### src/dq_pkg.sv
package dq_pkg;

	localparam int DEPTH      = 16;
	localparam int DATA_WIDTH = 32;
	localparam int PTR_W      = $clog2(DEPTH);
	localparam int CNT_W      = 5;
	localparam int POS_W      = 5;
	localparam int CMD_W      = 3;
	localparam int STAT_W     = 2;

	localparam int S_FIELDS_W = CMD_W + POS_W + DATA_WIDTH;
	localparam int S_TDATA_W  = ((S_FIELDS_W + 7) / 8) * 8;
	localparam int M_FIELDS_W = DATA_WIDTH + CNT_W + STAT_W;
	localparam int M_TDATA_W  = ((M_FIELDS_W + 7) / 8) * 8;

	typedef enum logic [CMD_W-1:0] {
		CMD_PUSH_BACK  = 3'd0,
		CMD_PUSH_FRONT = 3'd1,
		CMD_POP_BACK   = 3'd2,
		CMD_POP_FRONT  = 3'd3,
		CMD_READ       = 3'd4,
		CMD_WRITE      = 3'd5,
		CMD_INSERT     = 3'd6,
		CMD_ERASE      = 3'd7
	} cmd_t;

	typedef enum logic [STAT_W-1:0] {
		ST_OK    = 2'd0,
		ST_FULL  = 2'd1,
		ST_EMPTY = 2'd2,
		ST_RANGE = 2'd3
	} status_t;

	typedef enum logic [2:0] {
		S_IDLE,
		S_EXEC,
		S_RD_WAIT,
		S_SHIFT_RD,
		S_SHIFT_WR,
		S_FINISH
	} state_t;

	typedef struct packed {
		logic [DATA_WIDTH-1:0] read_value;
		logic [CNT_W-1:0]      count;
		status_t               status;
	} result_t;

	// ring slot of a logical index counted from the head
	function automatic logic [PTR_W-1:0] slot_of(input logic [PTR_W-1:0] head,
			input logic [CNT_W-1:0] ofs);
		logic [CNT_W:0] sum;
		sum = (CNT_W+1)'(head) + {1'b0, ofs};
		if (sum >= (CNT_W+1)'(DEPTH)) begin
			sum = sum - (CNT_W+1)'(DEPTH);
		end
		return sum[PTR_W-1:0];
	endfunction

endpackage

### src/dq_ram.sv
module dq_ram #(
	parameter int WIDTH = 32,
	parameter int DEPTH = 16
) (
	input  logic                     clk,
	input  logic                     we,
	input  logic [$clog2(DEPTH)-1:0] waddr,
	input  logic [WIDTH-1:0]         wdata,
	input  logic [$clog2(DEPTH)-1:0] raddr,
	output logic [WIDTH-1:0]         rdata
);

	logic [WIDTH-1:0] mem [DEPTH];

	always_ff @(posedge clk) begin
		if (we) begin
			mem[waddr] <= wdata;
		end
		rdata <= mem[raddr];
	end

endmodule

### src/dq_ctrl.sv
module dq_ctrl (
	input  logic                         clk,
	input  logic                         arst_n,
	input  logic                         in_valid,
	output logic                         in_ready,
	input  dq_pkg::cmd_t                 in_cmd,
	input  logic [dq_pkg::POS_W-1:0]     in_pos,
	input  logic [dq_pkg::DATA_WIDTH-1:0] in_val,
	output logic                         res_valid,
	input  logic                         res_ready,
	output dq_pkg::result_t              res,
	output logic                         ram_we,
	output logic [dq_pkg::PTR_W-1:0]     ram_waddr,
	output logic [dq_pkg::DATA_WIDTH-1:0] ram_wdata,
	output logic [dq_pkg::PTR_W-1:0]     ram_raddr,
	input  logic [dq_pkg::DATA_WIDTH-1:0] ram_rdata
);
	import dq_pkg::*;

	state_t                state_q, state_d;
	cmd_t                  cmd_q;
	logic [POS_W-1:0]      pos_q;
	logic [DATA_WIDTH-1:0] val_q;
	logic [PTR_W-1:0]      head_q;
	logic [CNT_W-1:0]      count_q;
	logic [CNT_W-1:0]      idx_q;
	logic [DATA_WIDTH-1:0] rd_q;
	status_t               status_q;

	status_t               st_exec;
	logic                  full, empty;
	logic [PTR_W-1:0]      head_dec, head_inc;
	logic                  ins_more, ers_more;

	assign full     = count_q >= CNT_W'(DEPTH);
	assign empty    = count_q == '0;
	assign head_dec = (head_q == '0) ? PTR_W'(DEPTH - 1) : head_q - 1'b1;
	assign head_inc = (head_q == PTR_W'(DEPTH - 1)) ? '0 : head_q + 1'b1;
	assign ins_more = idx_q > CNT_W'(pos_q);
	assign ers_more = ({1'b0, idx_q} + 1'b1) < {1'b0, count_q};

	// checks in this order: full before index for insert, empty before index for erase
	always_comb begin
		st_exec = ST_OK;
		case (cmd_q)
			CMD_PUSH_BACK, CMD_PUSH_FRONT: if (full) st_exec = ST_FULL;
			CMD_POP_BACK, CMD_POP_FRONT:   if (empty) st_exec = ST_EMPTY;
			CMD_READ, CMD_WRITE:           if (CNT_W'(pos_q) >= count_q) st_exec = ST_RANGE;
			CMD_INSERT: begin
				if (full) st_exec = ST_FULL;
				else if (CNT_W'(pos_q) > count_q) st_exec = ST_RANGE;
			end
			CMD_ERASE: begin
				if (empty) st_exec = ST_EMPTY;
				else if (CNT_W'(pos_q) >= count_q) st_exec = ST_RANGE;
			end
			default: st_exec = ST_OK;
		endcase
	end

	always_comb begin
		state_d   = state_q;
		in_ready  = state_q == S_IDLE;
		res_valid = state_q == S_FINISH;
		ram_we    = 1'b0;
		ram_waddr = slot_of(head_q, idx_q);
		ram_wdata = val_q;
		ram_raddr = '0;
		case (state_q)
			S_IDLE: begin
				if (in_valid) state_d = S_EXEC;
			end
			S_EXEC: begin
				state_d = S_FINISH;
				if (st_exec == ST_OK) begin
					case (cmd_q)
						CMD_PUSH_BACK: begin
							ram_we    = 1'b1;
							ram_waddr = slot_of(head_q, count_q);
						end
						CMD_PUSH_FRONT: begin
							ram_we    = 1'b1;
							ram_waddr = head_dec;
						end
						CMD_POP_BACK: begin
							ram_raddr = slot_of(head_q, count_q - 1'b1);
							state_d   = S_RD_WAIT;
						end
						CMD_POP_FRONT: begin
							ram_raddr = head_q;
							state_d   = S_RD_WAIT;
						end
						CMD_READ, CMD_ERASE: begin
							ram_raddr = slot_of(head_q, CNT_W'(pos_q));
							state_d   = S_RD_WAIT;
						end
						CMD_WRITE: begin
							ram_we    = 1'b1;
							ram_waddr = slot_of(head_q, CNT_W'(pos_q));
						end
						CMD_INSERT: state_d = S_SHIFT_RD;
						default: state_d = S_FINISH;
					endcase
				end
			end
			S_RD_WAIT: begin
				state_d = (cmd_q == CMD_ERASE) ? S_SHIFT_RD : S_FINISH;
			end
			S_SHIFT_RD: begin
				if (cmd_q == CMD_INSERT) begin
					if (ins_more) begin
						ram_raddr = slot_of(head_q, idx_q - 1'b1);
						state_d   = S_SHIFT_WR;
					end else begin
						ram_we    = 1'b1;
						ram_waddr = slot_of(head_q, CNT_W'(pos_q));
						state_d   = S_FINISH;
					end
				end else begin
					if (ers_more) begin
						ram_raddr = slot_of(head_q, idx_q + 1'b1);
						state_d   = S_SHIFT_WR;
					end else begin
						state_d = S_FINISH;
					end
				end
			end
			S_SHIFT_WR: begin
				// move the fetched element one place over
				ram_we    = 1'b1;
				ram_wdata = ram_rdata;
				state_d   = S_SHIFT_RD;
			end
			S_FINISH: begin
				if (res_ready) state_d = S_IDLE;
			end
			default: state_d = S_IDLE;
		endcase
	end

	always_ff @(posedge clk or negedge arst_n) begin
		if (!arst_n) begin
			state_q <= S_IDLE;
			head_q  <= '0;
			count_q <= '0;
		end else begin
			state_q <= state_d;
			case (state_q)
				S_EXEC: begin
					if (st_exec == ST_OK) begin
						case (cmd_q)
							CMD_PUSH_BACK: count_q <= count_q + 1'b1;
							CMD_PUSH_FRONT: begin
								head_q  <= head_dec;
								count_q <= count_q + 1'b1;
							end
							CMD_POP_BACK: count_q <= count_q - 1'b1;
							CMD_POP_FRONT: begin
								head_q  <= head_inc;
								count_q <= count_q - 1'b1;
							end
							default: count_q <= count_q;
						endcase
					end
				end
				S_SHIFT_RD: begin
					if (cmd_q == CMD_INSERT && !ins_more) count_q <= count_q + 1'b1;
					if (cmd_q == CMD_ERASE && !ers_more) count_q <= count_q - 1'b1;
				end
				default: count_q <= count_q;
			endcase
		end
	end

	always_ff @(posedge clk) begin
		case (state_q)
			S_IDLE: begin
				cmd_q <= in_cmd;
				pos_q <= in_pos;
				val_q <= in_val;
			end
			S_EXEC: begin
				status_q <= st_exec;
				rd_q     <= '0;
				idx_q    <= count_q;
			end
			S_RD_WAIT: begin
				rd_q  <= ram_rdata;
				idx_q <= CNT_W'(pos_q);
			end
			S_SHIFT_WR: begin
				idx_q <= (cmd_q == CMD_INSERT) ? idx_q - 1'b1 : idx_q + 1'b1;
			end
			default: idx_q <= idx_q;
		endcase
	end

	assign res.read_value = rd_q;
	assign res.count      = count_q;
	assign res.status     = status_q;

endmodule

### src/double_ended_queue.sv
// push, write and any refused command pass through execute and finish, one item at a time;
// pop and read add a read-wait state, insert a shift loop and then its write, erase a read
// wait and then a shift loop; the loop does one ring store read and one write per moved element
// the result sits in an output register; the next item is taken while it waits
// arst_n clears head and count and leaves the store contents undefined
module double_ended_queue (
	input  logic                          clk,
	input  logic                          arst_n,
	input  logic                          s_tvalid,
	output logic                          s_tready,
	// command[2:0], position[7:3], value[39:8]
	input  logic [dq_pkg::S_TDATA_W-1:0]  s_tdata,
	output logic                          m_tvalid,
	input  logic                          m_tready,
	// read_value[31:0], count[36:32], status[38:37], zero pad
	output logic [dq_pkg::M_TDATA_W-1:0]  m_tdata
);
	import dq_pkg::*;

	logic                  res_valid, res_ready;
	result_t               res;
	logic                  ram_we;
	logic [PTR_W-1:0]      ram_waddr, ram_raddr;
	logic [DATA_WIDTH-1:0] ram_wdata, ram_rdata;
	logic                  m_tvalid_q;
	result_t               m_res_q;

	dq_ctrl u_ctrl (
		.clk       (clk),
		.arst_n    (arst_n),
		.in_valid  (s_tvalid),
		.in_ready  (s_tready),
		.in_cmd    (cmd_t'(s_tdata[CMD_W-1:0])),
		.in_pos    (s_tdata[CMD_W +: POS_W]),
		.in_val    (s_tdata[CMD_W+POS_W +: DATA_WIDTH]),
		.res_valid (res_valid),
		.res_ready (res_ready),
		.res       (res),
		.ram_we    (ram_we),
		.ram_waddr (ram_waddr),
		.ram_wdata (ram_wdata),
		.ram_raddr (ram_raddr),
		.ram_rdata (ram_rdata)
	);

	dq_ram #(
		.WIDTH (DATA_WIDTH),
		.DEPTH (DEPTH)
	) u_store (
		.clk   (clk),
		.we    (ram_we),
		.waddr (ram_waddr),
		.wdata (ram_wdata),
		.raddr (ram_raddr),
		.rdata (ram_rdata)
	);

	// output register, refilled in the cycle its transfer completes
	assign res_ready = !m_tvalid_q || m_tready;

	always_ff @(posedge clk or negedge arst_n) begin
		if (!arst_n) begin
			m_tvalid_q <= 1'b0;
		end else if (res_ready) begin
			m_tvalid_q <= res_valid;
		end
	end

	always_ff @(posedge clk) begin
		if (res_ready && res_valid) begin
			m_res_q <= res;
		end
	end

	assign m_tvalid = m_tvalid_q;
	assign m_tdata  = {(M_TDATA_W - M_FIELDS_W)'(0), m_res_q.status, m_res_q.count,
		m_res_q.read_value};

endmodule
### config.mk
export PLATFORM = sky130hd
export DESIGN_NAME = double_ended_queue
export DESIGN_NICKNAME = d
export VERILOG_FILES = /design/src/dq_pkg.sv /design/src/dq_ram.sv /design/src/dq_ctrl.sv /design/src/double_ended_queue.sv
export SDC_FILE = /design/constraint.sdc
export NUM_CORES = 1
export LEC_CHECK = 0
export BUFFER_PORTS_ARGS = -buffer_cell sky130_fd_sc_hd__buf_2
export CORE_ASPECT_RATIO = 0.6
export CORE_MARGIN = 1
export CORE_UTILIZATION = 62
export DETAILED_ROUTE_END_ITERATION = 12
export PLACE_DENSITY = 0.8
export SETUP_SLACK_MARGIN = 0.2
export SLEW_MARGIN = 20
export SYNTH_ARGS = -nofsm -noshare
export SYNTH_HDL_FRONTEND = slang
export SYNTH_HIERARCHICAL = 1
export SYNTH_SLANG_ARGS = --single-unit
### constraint.sdc
create_clock -name clk -period 7.4 [get_ports clk]
set_input_delay 0.74 -clock clk [delete_from_list [all_inputs] [get_ports clk]]
set_output_delay 0.74 -clock clk [all_outputs]
set_load 0.03 [all_outputs]
# Word level (Yosys, flattened, before mapping)
# Memory sizes are Yosys's and may differ from the RTL's. A register that Yosys moved wholly into a read port is not among the register bits.
# Cells that the tools add are included.
# W data, S select, Z words.
[word_totals]
out_inout_bits = 42
input_bits = 44
mem_bits_rw = 512
register_bits = 131
n_memories = 1
[op_classes]
eq_ne = 18
addsub = 19
n_mux = 52
n_lt_le_gt_ge = 11
reduce_logical = 25
[memory_table]
columns = ["name", "words", "word_bits", "read_ports", "rd_clocked_by_memory_dff", "write_ports", "line_no", "rtl"]
rows = [
  ["u_store.mem", 16, 32, 1, 1, 1, "dq_ram.sv:13", "logic [WIDTH-1:0] mem [DEPTH];"],
]
[ops]
columns = ["operator", "count"]
rows = [
  ["$pmux W32 S2", 1],
  ["$mux W4", 15],
  ["$add A4 B5 Y6", 6],
  ["$ge A6 B5 Y1 const B", 6],
  ["$mux W32", 1],
  ["$sub A4 B1 Y4 const B", 7],
  ["$pmux W4 S2", 3],
  ["$pmux W4 S3", 2],
  ["$mux W5", 4],
  ["$pmux W5 S2", 2],
  ["$eq A3 B3 Y1 const B", 6],
  ["$pmux W3 S6", 1],
  ["$mux W3", 5],
  ["$pmux W5 S3", 1],
  ["$eq A3 B2 Y1 const B", 4],
  ["$add A5 B1 Y5 const B", 2],
  ["$gt A5 B5 Y1", 2],
  ["$mux W2", 5],
  ["$pmux W2 S5", 1],
  ["$sub A5 B1 Y5 const B", 2],
  ["$mux W1", 9],
  ["$reduce_or A2 Y1", 4],
  ["$add A5 B1 Y6 const B", 1],
  ["$eq A3 B1 Y1 const B", 2],
  ["25 further kinds", 33],
]

# Logic depth before layout (Yosys ltp)
# Gate-level depths: netlist of the first run.
[logic_depth]
ltp_word = 9
depth_mapped = 15
mapped_depth_nobuf = 13

# Hierarchy
# The synthesis of the first run kept the hierarchy.
[by_module_without_submodules]
columns = ["module", "cells_per_inst", "n_inst", "seq_area_each_um2", "area_each_um2"]
rows = [
  ["dq_ram", 838, 1, 16015.4, 19835.3],
  ["dq_ctrl", 568, 1, 2672.6, 5701.7],
  ["double_ended_queue", 45, 1, 1196.1, 1236.2],
]

# Least setup slack after synthesis of the first run
# OpenSTA, ideal clock, no wires.
[synth_path]
path_type = "register to register"
from = "reg u_ctrl.head_q[1]"
to = "mem u_store.mem[0][0], enable pin"
t_arrival_ns = 4.642
setup_slack_ns = 2.297
t_required_ns = 6.939
stages_incl_launch_ff = 10
n_path_buf = 0
period_less_slack_ns = 5.103
cell_sequence = "dfrtp_1 -> inv_1 -> fa_1 -> xnor2_1 -> o211ai_1 -> a211oi_1 -> a21oi_1 -> o211ai_1 -> or3b_2 -> nor3_1"
[synth_between]
elab_chain_cells = 6
[synth_rtl]
columns = ["element", "line_no", "rtl"]
rows = [
  ["start, declared", "dq_ctrl.sv:24", "logic [PTR_W-1:0] head_q;"],
  ["start signal, assigned", "dq_ctrl.sv:159", "head_q <= head_inc;"],
  ["$add A4 B5 Y6", "dq_pkg.sv:53", "sum = (CNT_W+1)'(head) + {1'b0, ofs};"],
  ["$ge A6 B5 Y1 or $sub A4 B1 Y4 (tied branches)", "dq_pkg.sv:54, dq_pkg.sv:55", ""],
  ["$mux W4", "dq_pkg.sv:54", "if (sum >= (CNT_W+1)'(DEPTH)) begin"],
  ["$pmux W4 S3 or $mux W4 (tied branches)", "dq_ctrl.sv:76, dq_ctrl.sv:111", ""],
  ["$mux W4, on equally long branches", "dq_ctrl.sv:75, dq_ctrl.sv:110", ""],
  ["$pmux W4 S2 *", "dq_ctrl.sv:69", "case (state_q)"],
  ["net ram_waddr[2]", "double_ended_queue.sv:23", "logic [PTR_W-1:0] ram_waddr, ram_raddr;"],
  ["end, declared", "dq_ram.sv:13", ""],
]
# The timed path passes the listed nets; every way through them passes the cells marked *.

# Worst setup path after layout of the first run
[layout_path]
from = "reg u_ctrl.count_q[2]"
to = "mem u_store.mem[8][31], enable pin"
[layout_rtl]
columns = ["element", "line_no", "rtl"]
rows = [
  ["start, declared", "dq_ctrl.sv:25", "logic [CNT_W-1:0] count_q;"],
  ["start signal, assigned", "dq_ctrl.sv:152", "CMD_PUSH_BACK: count_q <= count_q + 1'b1;"],
  ["start signal, assigned", "dq_ctrl.sv:155", "count_q <= count_q + 1'b1;"],
  ["start signal, assigned", "dq_ctrl.sv:157", "CMD_POP_BACK: count_q <= count_q - 1'b1;"],
  ["branches (longest 5 deep; another with $add A4 B5 Y6)", "-", ""],
  ["$mux W4 *", "dq_ctrl.sv:75", "if (st_exec == ST_OK) begin"],
  ["$pmux W4 S2 *", "dq_ctrl.sv:69", ""],
  ["net ram_waddr[3]", "double_ended_queue.sv:23", ""],
]
# Mark *: on every way through the listed nets, which the timed path passes.

==> results of run 1 <==
## worst max-delay path by stage
stage                                 start                 end  slack, ns  depth (start not counted)
after floorplan            u_ctrl/head_q[1]   u_store/mem[0][0]       2.30                          9
after global placement      u_ctrl/idx_q[0]    u_store/rdata[7]       2.87                         11
after detailed placement    u_ctrl/idx_q[0]   u_store/rdata[30]       2.88                         12
after CTS                   u_ctrl/idx_q[0]   u_store/rdata[20]       2.87                         12
after global routing        u_ctrl/idx_q[0]   u_store/rdata[20]       2.53                         12
final                     u_ctrl/count_q[2]  u_store/mem[8][31]       2.84                         11
## flip-flops by register name, indices dropped and copies added, names as in the netlist
name and cells:
u_ctrl/state_q 3, m_tdata 39, u_ctrl/status_q 2, u_ctrl/count_q 5, u_ctrl/pos_q 5, u_ctrl/val_q 32
u_ctrl/head_q 4, u_store/rdata 32, u_ctrl/cmd_q 3, m_tvalid 1, u_store/mem 512, u_ctrl/rd_q 32
u_ctrl/idx_q 5
## cell usage in the layout, fill, tap and decap left out, types with 4 or more instances in the layout
cell                        instances
sky130_fd_sc_hd__dfrtp_1           13
sky130_fd_sc_hd__nor3_2             6
sky130_fd_sc_hd__nand2b_1           8
sky130_fd_sc_hd__bufinv_16          7
sky130_fd_sc_hd__and3_1             4
sky130_fd_sc_hd__clkinv_1           7
sky130_fd_sc_hd__inv_1             28
sky130_fd_sc_hd__clkinv_2           7
sky130_fd_sc_hd__or3_1              6
sky130_fd_sc_hd__nor2_4            14
sky130_fd_sc_hd__o211ai_1           4
sky130_fd_sc_hd__and2_1            37
sky130_fd_sc_hd__a21o_1             7
sky130_fd_sc_hd__a21oi_1           25
sky130_fd_sc_hd__o21ai_0           23
sky130_fd_sc_hd__nor2b_1            4
sky130_fd_sc_hd__clkbuf_16         57
sky130_fd_sc_hd__mux4_2           128
sky130_fd_sc_hd__xnor2_1           28
sky130_fd_sc_hd__nor3_1             8
sky130_fd_sc_hd__nand3_1           11
sky130_fd_sc_hd__dfxtp_1           32
sky130_fd_sc_hd__nand2_1          149
sky130_fd_sc_hd__buf_2             84
sky130_fd_sc_hd__ha_1              38
sky130_fd_sc_hd__a22oi_1           69
sky130_fd_sc_hd__a221o_1            5
sky130_fd_sc_hd__clkbuf_1          21
sky130_fd_sc_hd__fa_1               6
sky130_fd_sc_hd__edfxtp_1         630
sky130_fd_sc_hd__nor2_1            23
sky130_fd_sc_hd__buf_4             28
sky130_fd_sc_hd__xor2_1             8
## cell type report
class / instances / share of cell area [%]
flip-flops and latches: 675 / 66.4
multi-input cells: 676 / 22.1
clock buffers: 79 / 5.08
repair buffers: 117 / 2.49
well taps: 570 / 2.38
clock inverters: 25 / 1.12
inverters: 29 / 0.364
## cells by family after synthesis
kind of cell,share of synthesized area [%]
buffers and inverters,1.69
DFF,74.3
xor gates and xnor gates,1.18
and+or+nand+nor,5.22
other,0.0140
adders and majority gates,2.22
muxes,10.8
AOI/OAI and AO/OA,4.60
## worst max-delay path, delay by kind of cell, from the launching register on
kind            cells  cell delay [ns]
simple gates        6             1.98
fa+ha+maj           1             0.35
buf+inv             2             0.75
compound gates      2             0.47
flops               1             0.61
## through the flow
stage,std cells,util (%),hold WS [ns],total power [mW]
floorplan,1451,-,0.400,8.72
global placement,2063,66.2,0.402,10.0
detailed placement,2067,66.5,0.405,10.2
CTS,2171,70.9,0.0371,13.2
global route,2171,70.9,0.0514,13.8
finish,2171,70.9,0.0496,13.2
## power by group
part | internal, mW | switching, mW
registers | 5.67 | 0.381
clock network | 1.68 | 1.32
logic | 1.38 | 2.79
## metal layers
| metal | GRT usage [%] | up-vias | wire, µm |
|---|---|---|---|
| li1 | - | 5945 | - |
| met1 | 42.6 | 7316 | 24700 |
| met2 | 41.0 | 828 | 26400 |
| met3 | 6.12 | 107 | 6840 |
| met4 | 6.16 | 0 | 1160 |
| met5 | 0 | - | 0 |
==> impl_summary.md, run 1 <==
Clocking
The total clock sinks is between 600 and 700. The H-tree depth is 2. Clock tree synthesis selected as its root buffer the cell sky130_fd_sc_hd__clkbuf_16. The clock slew seen by the registers of the worst setup and hold paths is around 0.060 ns. The CTS tree is yes.

The number of buffers inserted to repair setup after CTS is 0. Clock latency on the worst-skew pair, taken at its later pin, is 0.61 ns. The buffer levels on the longest clock path is 3. The number of buffers added to fix hold violations after cts is 0. The number of gates resized after CTS was 0. The number of clock buffers added by TritonCTS is 57.

Placed design
The wire-length estimate of the detail-placed layout is 33.0 mm. The number of buffer cells added on primary ports is 84. The final weighted congestion in routability-driven placement is about 0.95. Summing all placed instances gives a cell area of approximately 28000 µm². The worst setup timing slack at the placement stage is around 2.9 ns.

Logic synthesis
In the post-synthesis netlist, the biggest area contributors are sky130_fd_sc_hd__edfxtp_1 (71%), sky130_fd_sc_hd__mux4_2 (11%), sky130_fd_sc_hd__dfxtp_1 (2.4%). By count the netlist is led by sky130_fd_sc_hd__edfxtp_1 (630), sky130_fd_sc_hd__nand2_1 (150), sky130_fd_sc_hd__mux4_2 (128), sky130_fd_sc_hd__a22oi_1 (69). The number of different library cells used by synthesis comes to 66. For this run, the number of Yosys warnings is 6.

The netlist area before placement is approximately 27000 µm². The count of mapped cells out of synthesis is ~1.5k. The most common cell in the netlist is sky130_fd_sc_hd__edfxtp_1. Counting every net in the synthesized netlist gives between 1.5k and 2k. In this run the biggest area consumer among cell types represents a little over 70% of the synthesized area. The share of flip-flops with an asynchronous set or reset after synthesis is 1.93%. After synthesis, the mean cell area works out to about 18 µm².

The sequential area share after synthesis is between 70% and 80%. The register bit total from synthesis is roughly 680. The synthesized design contains 630 enable-type register cells. The top flip-flop cell by instance count after synthesis is sky130_fd_sc_hd__edfxtp_1. The cell type with the highest aggregate area in the netlist is sky130_fd_sc_hd__edfxtp_1.

STA
The hold violation count in the final report is 0. The final period demand of the worst path is 4.56 ns. Once routing completed, OpenROAD measured the worst setup slack at between 2 and 3 ns. The pin slew with the least headroom to its limit is between 1 and 1.5 ns. The final number of setup-violating endpoints is 0. Summed over all failing endpoints, the final setup total negative slack is 0 ns. The count of final max-slew check failures is 0. Derived from the worst setup path, the maximum achievable clock frequency is around 220 MHz.

The normalized max-slew margin is approximately a quarter. The final critical path takes up just over 60% of the cycle. Between clock sinks in the finished design, the worst skew comes to around 0.03 ns.

Setup repair after global routing left no endpoint under its margin.

Global route
The total congestion overflow after global routing is 0. The initial antenna violation count is 0. The number of global-route vias before repair is around 14k. The combined global-route utilization of all metal layers is 27.6%. The largest net degree at the start of global routing is ~130.

The global-route wire length before repair is 88.7 mm.

Worst setup path
For flop-to-flop paths, the worst setup slack is between 2 and 3 ns. The worst setup path is launched from a flop. The peak per-stage delay on the critical path is between 0.7 and 0.8 ns. The critical path in this run is classified as flop to flop. Walking the worst path, the cells encountered are inv_1, ha_1, nand4_1, o31a_1, o2111ai_1, or2_2, nand3b_1, nand4_1, nand3b_1, nor3_2, buf_4. The worst register-to-register path begins at u_ctrl/count_q[2].

The largest fanout of any net on the critical path is 24. For the worst flop-to-flop path, the logic depth is 11. At the worst endpoint, the required time is about 7.6 ns. The worst register-to-register path ends at u_store/mem[8][31]. The cell at the slowest stage of the critical path is sky130_fd_sc_hd__nor3_2. The arrival time of the worst setup path is 4.78 ns. The capturing element type of the critical path is a flop.

Detailed routing
In the routed layout, each cell is associated on average with a via count of approximately 6.5. For this block, the via count after detailed routing is about 14k. After the first detailed-routing iteration, the DRC count stood at approximately 1.7k. For this run, design rule violations remaining after detail routing come to 0. The iteration count of the initial detailed-routing pass is 8.

The total routed wirelength is 59.1 mm. The count of nets left with antenna violations once routing finished came out at 0. The routed length per instance is approximately 27 µm.

Floorplanning
The die boundary width is between 200 and 300 µm. The top-level I/O count is between 80 and 90. For this configuration, the core starts out at a cell density of ~63%.

Row generation in the floorplan step produced a little under 60 rows. The full die area is about 44000 µm². The height of the chip is between 150 and 200 µm. The area of the core is between 40000 and 50000 µm².

Layout
Compared with the post-synthesis result, the final layout area differs by 11.8%. The repair_antennas step left the layout with diodes totalling 0. The area taken by flip-flops and latches is 19900 µm².

At the end of the flow, the number of nets in the layout was 1644. After filler insertion, the fill cell instance count of the layout stands at ~2.5k. Cells with a size suffix above 1 make up between 20 and 25% of the layout. The finished cells cover about 30000 µm². The area used by multi-input combinational logic is roughly 6600 µm².

Flow run
The total of max-cap violations is 0.

Pwr
In this run the static leakage power is 9.93 nW. Dividing total power by cell area gives a power density of 442 nW/µm². Across the VDD grid, the largest voltage drop is around 0.00032 V.

Min path
In this run the worst hold path is classified as input port to async pin.

Run status
The flow ran to the end, and the final reports show no timing, DRC or antenna violations.
Power figures use the tool's default switching activity.
==> inputs of run 2 (changes only) <==
Settings changed: CORE_UTILIZATION 62 to 56, PLACE_DENSITY 0.8 to 0.76.
Clock period 7.4 ns to 3.7 ns, I/O delays scaled along.
==> run 2 against run 1 <==
  * The run now ends with setup timing left
  * Setup slack lost 3.0 ns
  * Non-clock buffer count is 210 higher
  * Critical path depth increased by 4
  * Wire length is 21% higher
  * Highest routed layer is now met5
  * Clock-buffer cell count stayed put
  * First-iteration DRC count increased by 21%
==> impl_summary.md, run 2 (same netlist as run 1, synthesis figures left out) <==
Run status
The flow ran to the end, but the final reports show violations. The final reports fail on setup timing.

Placed design
Port buffering added between 80 and 90 buffers. The wire-length estimate of the detail-placed layout is 37.1 mm. Before CTS, the worst setup slack after placement is -0.148 ns.

The final weighted congestion in routability-driven placement is 0.960.

Global route
Global routing finished with a remaining overflow of 0. The number of global-route vias before repair was 14.7k. The initial antenna violation count was 1.

The global-route wire length before repair is around 96 mm. The largest net degree at the start of global routing is 40. The combined global-route utilization of all metal layers is 27.3%.

Pwr
Summed over all cells, the static leakage comes to 11.4 nW. Dividing total power by cell area gives a power density of approximately 900 nW/µm². The total chip power is around 30 mW. The worst ir drop on vdd is 0.000572 V.

Clocking
The buffer levels on the longest clock path is 3. The total clock sinks is about 680. The root cell of the clock tree is sky130_fd_sc_hd__clkbuf_16. The H-tree depth is 2. The CTS tree is yes. The clock insertion delay at the later pin of the skew report is 0.62 ns. The clock slew seen by the registers of the worst setup and hold paths is around 0.070 ns.

Clock tree synthesis inserted a total of between 50 and 60 buffers.

Floorplanning
From left edge to right edge, the die measures around 280 µm. For this design the top-level I/O count stands at 86. In this run the core area contains just over 60 standard-cell rows. The floorplan step defined a core boundary enclosing 46700 µm². Once the floorplan was initialized, standard cells occupied 57.3% of the core. Measured along the y axis, the die boundary spans between 150 and 200 µm.

The full die area is 48700 µm².

Layout
The top register by number of flip-flops is u_store/mem. The library cell used most frequently in the layout, excluding fill and tap cells, is sky130_fd_sc_hd__edfxtp_1. Of the cells placed in the final design, the portion with a size suffix greater than 1 is approximately a third.

The register with the most flip-flops in the layout has between 500 and 600 of them. Leaving out fill and tap cells, the most frequent cells in the layout are sky130_fd_sc_hd__edfxtp_1 (630), sky130_fd_sc_hd__nand2_1 (149), sky130_fd_sc_hd__mux4_2 (128). The number of filler cells placed in the layout is roughly 2.7k. The area growth from synthesis to layout is 24.9%.

The total number of nets in the final design is 1857.

STA
After routing, the total negative slack on setup checks comes to -0.792 ns. The final period demand of the worst path is between 3 and 4 ns. The count of final max-slew check failures was 0. The fmax is 261 MHz. Setup repair after global routing could not meet its margin everywhere. In the post-route analysis, the smallest setup slack over all paths is -0.137 ns. The normalized max-slew margin is 45.7%. The final number of setup-violating endpoints is 16. The final cycle utilization of the critical path is 104%. Across the routed clock network, the largest skew measured is 0.0296 ns. The hold violation count in the final report is 0. The pin slew with the least headroom to its limit is roughly 0.81 ns. Across all hold checks on the routed design, the worst slack comes to slightly below 0.07 ns.

Detailed routing
The post-route DRC violation count is 0. The routed length per instance is 29.3 µm. Using the TritonRoute via totals, the vias-per-cell ratio works out to roughly 6.3. The routed layout has 15.5k vias. For this block, the initial DRC count from the detailed router was roughly 2.1k. The iteration count of the initial detailed-routing pass is 6. The remaining antenna violation count after routing is 0. For this block, the routed nets add up to about 72 mm of wire.

Worst setup path
The worst setup path is of the flop to flop kind. In this run the worst path has a maximum fanout of 7. The worst path required time is around 4.2 ns.

The arrival time of the worst setup path is about 4.3 ns. The kind of start point of the critical path is a flop. The capturing element type of the critical path is a flop.

Flow run
Across the run, the number of max-cap violations was 0.

Min path
The class of the worst hold path is input port to flop.
==> run 2: cell types whose count changed in the layout (fill, tap and decap cells not counted), sizes merged, moves of 2 or more <==
cell	previous run	this run
buf	117	270
clkbuf	79	94
clkinv	16	18
clkinvlp	0	3
dlygate4sd3	0	41
==> run 2: cell type report <==
| cell class | count | area, µm² | area share, % |
|---|---|---|---|
| diodes | 1 | 2.50 | 0.00749 |
| clock inverters | 31 | 355 | 1.06 |
| clock buffers | 79 | 1570 | 4.70 |
| multi-input cells | 678 | 7060 | 21.1 |
| repair buffers | 327 | 3650 | 10.9 |
| well taps | 630 | 788 | 2.36 |
| inverters | 29 | 115 | 0.344 |
| flip-flops and latches | 675 | 19900 | 59.5 |
==> run 2: stage by stage <==
stage / instance area, µm² / utilization [%] / std cells
after global placement: 29300 / 62.7 / 2216
final: 33400 / 71.6 / 2450
after floorplan: 26800 / - / 1451
after detailed placement: 29300 / 62.7 / 2216
after CTS: 32300 / 69.0 / 2389
after global routing: 33400 / 71.6 / 2449
==> run 2: final timing paths <==
check	from	end	slack, ns	cells after the start
setup reg to reg	u_ctrl/idx_q[0]	u_store/rdata[4]	-0.14	15
min in group asynchronous	arst_n	u_ctrl/count_q[3]	0.19	2
hold reg to reg	u_ctrl/rd_q[6]	m_tdata[6]	0.41	0
max in group asynchronous	arst_n	u_ctrl/head_q[1]	3.22	2
hold / removal	m_tready	m_tvalid	0.07	3
setup / recovery	u_ctrl/idx_q[0]	u_store/rdata[4]	-0.14	15
==> run 2: what timing repair did <==
| action | 4_1_cts | 5_1_grt |
|---|---|---|
| resized for setup | 58 | 70 |
| endpoints found under the setup margin | 301 | 371 |
| hold buffers | 41 | 0 |
| endpoints found under the hold margin | 53 | 0 |
| buffers inserted | 14 | 40 |
| pin swaps | 23 | 35 |
| gates cloned | 8 | 20 |
==> run 2: power breakdown <==
part | switching [mW] | leakage (nW) | internal [mW]
logic | 6.90 | 4.28 | 4.65
registers | 0.683 | 6.17 | 11.3
clock network | 2.80 | 0.937 | 3.49
==> run 2: metal layers <==
metal / GRT usage (%) / share of wire (%) / vias up
li1: - / - / 6390
met1: 41.8 / 40 / 7908
met2: 40.6 / 45 / 1025
met3: 5.82 / 12 / 135
met4: 6.38 / 2.4 / 2
met5: 0 / 0.018 / -
==> run 2: worst max-delay path: stages, from the launching register on <==
cell	delay (ns)
sky130_fd_sc_hd__edfxtp_1	0.49
sky130_fd_sc_hd__ha_4	0.23
sky130_fd_sc_hd__xor2_2	0.18
sky130_fd_sc_hd__ha_2	0.20
sky130_fd_sc_hd__or3_4	0.38
sky130_fd_sc_hd__o221ai_4	0.18
sky130_fd_sc_hd__and3_4	0.24
sky130_fd_sc_hd__buf_6	0.10
sky130_fd_sc_hd__o211ai_1	0.13
sky130_fd_sc_hd__o21ai_4	0.18
sky130_fd_sc_hd__buf_6	0.17
sky130_fd_sc_hd__buf_16	0.16
sky130_fd_sc_hd__buf_4	0.16
sky130_fd_sc_hd__mux4_2	0.52
sky130_fd_sc_hd__a22oi_2	0.25
sky130_fd_sc_hd__nand2_1	0.13
